`src/rtl/bibt_ram.sv`:
```
// ----------------------------------------------------------------------------
// bibt_ram
// Generic memory with one write port and one registered read port.
// ----------------------------------------------------------------------------
module bibt_ram #(
    parameter int WIDTH = 8,
    parameter int DEPTH = 256
) (
    input  logic                     clk,
    input  logic                     we,
    input  logic [$clog2(DEPTH)-1:0] waddr,
    input  logic [WIDTH-1:0]         wdata,
    input  logic                     re,
    input  logic [$clog2(DEPTH)-1:0] raddr,
    output logic [WIDTH-1:0]         rdata
);

    logic [WIDTH-1:0] mem [DEPTH];

    always_ff @(posedge clk)
    begin
        if (we)
        begin
            mem[waddr] <= wdata;
        end
        if (re)
        begin
            rdata <= mem[raddr];
        end
    end

endmodule

```
`config.mk`:
```
export PLATFORM = sky130hd
export DESIGN_NAME = bibt_ram
export DESIGN_NICKNAME = d
export VERILOG_FILES = /design/src/rtl/bibt_ram.sv
export SDC_FILE = /design/constraint.sdc
export NUM_CORES = 2
export LEC_CHECK = 0
export BUFFER_PORTS_ARGS = -buffer_cell sky130_fd_sc_hd__buf_4
export CAP_MARGIN = 20
export CORE_MARGIN = 2
export CORE_UTILIZATION = 32
export CTS_CLUSTER_DIAMETER = 60
export DETAILED_ROUTE_END_ITERATION = 10
export GPL_TIMING_DRIVEN = 0
export SYNTH_ARGS = -nofsm -noshare
export SYNTH_HDL_FRONTEND = slang
export SYNTH_SLANG_ARGS = --single-unit
```
`constraint.sdc`:
```
create_clock -name clk -period 3.1 [get_ports clk]
set_clock_uncertainty 0.1 [all_clocks]
set_input_delay 0 -clock clk [delete_from_list [all_inputs] [get_ports clk]]
set_output_delay 0 -clock clk [all_outputs]
set_load 0.005 [all_outputs]
```
==> flow_metrics.env <==
export IMPL_run_status="complete, but fails checks"
export IMPL_violations="negative setup slack"
export IMPL_synthCells=3733
export IMPL_async_reset_ff_share_pct=0
export IMPL_internal_power_mw=45.5
export IMPL_synth_area_sq_mm=0.0796
export IMPL_slew_headroom_pct=13.0
export IMPL_num_vias=41590
export IMPL_hpwl_microns=163000
export IMPL_final_hold_viol_count=0
export IMPL_gp_congestion=1.01
export IMPL_synthTopCellsByArea="edfxtp_1 (78%), mux4_2 (13%), mux2i_1 (1.7%), nor2_1 (1.3%), a22oi_1 (1.3%)"
export IMPL_holdPathStages=5
export IMPL_drt_iter0_drc=6455
export IMPL_max_freq_mhz=310
export IMPL_swShare_pct=22.3
export IMPL_grt_remaining_overflow=0
export IMPL_ctsLongestPathBuffers=3
export IMPL_yosys_area_top_type="edfxtp_1"
export IMPL_fin_total_pwr_mw=58.5
export IMPL_track_usage_pct=19.2
export IMPL_pwr_density_cell_mw_per_mm2=638
export IMPL_wl_microns=246000
export IMPL_cts_tree="yes"
export IMPL_synthFlopType="edfxtp_1"
export IMPL_cp_end_kind="register"
export IMPL_rows=183
export IMPL_core_area_sq_mm=0.248
export IMPL_vias_per_cell=5.51
export IMPL_p_sw_mw=13.1
export IMPL_drv_slew=0
export IMPL_grt_pass1_wl_microns=334000
export IMPL_ys_seq_area_share_pct=77.5
export IMPL_finalWorstSetupSlack_ps=-129
export IMPL_timing_final_setup_violations=7
export IMPL_crit_required_ps=3510
export IMPL_arrival_ps=3640
export IMPL_rr_worst_depth=6
export IMPL_synth_common_cells="edfxtp_1 (2056), mux4_2 (454), nor2_1 (282)"
export IMPL_clock_latency_ps=850
export IMPL_die_y_microns=503
export IMPL_grt_max_degree=161
export IMPL_yosysMostFrequentCell="edfxtp_1"
export IMPL_min_path_type="in -> reg"
export IMPL_numClockSinks=2056
export IMPL_ant_nets=0
export IMPL_drt_pass1_iterations=6
export IMPL_synthDominantCellAreaShare_pct=77.5
export IMPL_antenna_found_initial=12
export IMPL_cts_buffers_inserted=210
export IMPL_synthesis_nets=3760
export IMPL_cts_root_buf="clkbuf_16"
export IMPL_grt_pass1_vias=40526
export IMPL_ys_ff_latch=2056
export IMPL_clockPowerShare_pct=41.8
export IMPL_drive_gt1_share_pct=23.5
export IMPL_ioPinCount=35
export IMPL_seq_power_share_pct=52.4
export IMPL_ys_types=54
export IMPL_die_area_sq_mm=0.253
export IMPL_floorplan_initialDensity_pct=32.1
export IMPL_place_ws_ps=-2030
export IMPL_max_slew_worst_pin_slew_ps=1300
export IMPL_crit_path_max_fanout=10
export IMPL_syn_avg_cell_area_sq_um=21.3
export IMPL_path_clk_slew_ps=60
export IMPL_areaGrowthSynthToFinish_pct=15.2
export IMPL_synth_edf_count=2056
export IMPL_rsz0062_at_grt="true"
export IMPL_power_leakage_nw=27.9
export IMPL_fin_nets=4061
export IMPL_peakVddDrop_uv=580
export IMPL_drt_wirelength_per_cell_microns=32.5
export IMPL_io_buffers=27
export IMPL_drcViolationCount=0
export IMPL_finalCritPeriodShare_pct=104
export IMPL_power_frac_comb_pct=5.8
export IMPL_max_cap_violations=0
export IMPL_ys_warnings_count=0
export IMPL_die_w_microns=503
export IMPL_fillCellCount=22440
export IMPL_worstSetupStartpointType="input port"
export IMPL_htree_levels=4
export IMPL_fin_crit_ps=3230
export IMPL_path_class="in -> reg"
-- timing repair --
item,CTS,global route
hold endpoints to repair,1280,1
buffers inserted,0,0
hold buffers,24,1
gates resized for setup,45,12
setup endpoints to repair,8,6
-- sequential cells by signal, indices dropped and copies added, names as in the netlist --
register	cells
mem	2048
rdata	8
-- power groups by stage --
stage	registers (mW)	logic [mW]	clock network, mW
CTS	30.7	3.33	24.6
detailed placement	31.3	3.27	0
global route	30.7	3.46	25.7
global placement	31.3	3.13	0
floorplan	31.3	1.49	0
finish	30.7	3.40	24.4
-- cells in the final DEF (no fill, tap or decap), types with 16 or more instances in the layout --
cell type	instances
nand3_1	34
clkinv_1	50
nor2_1	281
dlygate4sd3_1	25
buf_2	37
nand2_1	33
buf_4	53
mux2i_1	134
nor3_1	16
a21oi_1	95
nor2b_1	30
o221ai_1	46
clkbuf_2	40
clkbuf_16	215
buf_8	34
o22ai_1	28
a22oi_1	133
edfxtp_1	2056
clkbuf_1	115
mux4_2	454
buf_6	21
clkinv_2	41
-- path summary, 6_finish.rpt --
path / to / slack (ps) / from
max: rdata[1] / -130 / raddr[2]
min reg2reg: rdata[5] / 1100 / mem[33][5]
max reg2reg: rdata[3] / -80 / mem[26][3]
min: rdata[5] / 10 / raddr[6]
-- cells by family (layout without fill, tap and decap cells) --
group / count (synthesis) / after routing / synth area share (%)
DFF: 2056 / 2056 / 77.5
muxes: 591 / 591 / 14.6
buffers and inverters: 235 / 708 / 1.83
and+or+nand+nor: 466 / 466 / 2.63
AOI/OAI and AO/OA: 385 / 385 / 3.42
other: 0 / 10 / 0
-- through the flow --
step / cell area [sq um] / cells / util, % / hold WS [ps] / TNS (ps)
after global routing: 91700 / 7540 / 37.0 / 31.2 / 0
after CTS: 91700 / 7534 / 37.0 / 6.86 / 0
after global placement: 84000 / 7090 / 33.9 / 249 / -623460
after detailed placement: 84700 / 7127 / 34.2 / 255 / -309420
final: 91800 / 7546 / 37.0 / 12.7 / -457
after floorplan: 79600 / 3733 / - / -1.13 / 0
-- cell type report --
class,count,area (sq um),area share (%)
clock inverters,122,1010,1.10
plain buffers,231,1530,1.66
clock buffers,262,5560,6.06
multi-input cells,1442,16600,18.1
flip-flops and latches,2056,61700,67.3
repair buffers,91,1140,1.24
well taps,3330,4170,4.54
diodes,10,25.0,0.0273
inverters,2,7.51,0.00818
-- layer usage --
layer	GRT usage (%)	share of wire [%]	wire, microns	up-vias
met5	0	0.016	39	-
met1	25.4	38	93800	22244
met3	5.26	11	27300	499
met2	29.6	46	112000	2500
li1	-	-	-	16341
met4	8.37	4.9	12100	6
-- critical path, stage by stage --
cell	delay [ps]
buf_4	150
buf_2	500
and2_1	760
clkbuf_1	660
a22oi_1	260
a21oi_1	510
nor4_4	140
nor4_2	620
Power figures use the tool's default switching activity.
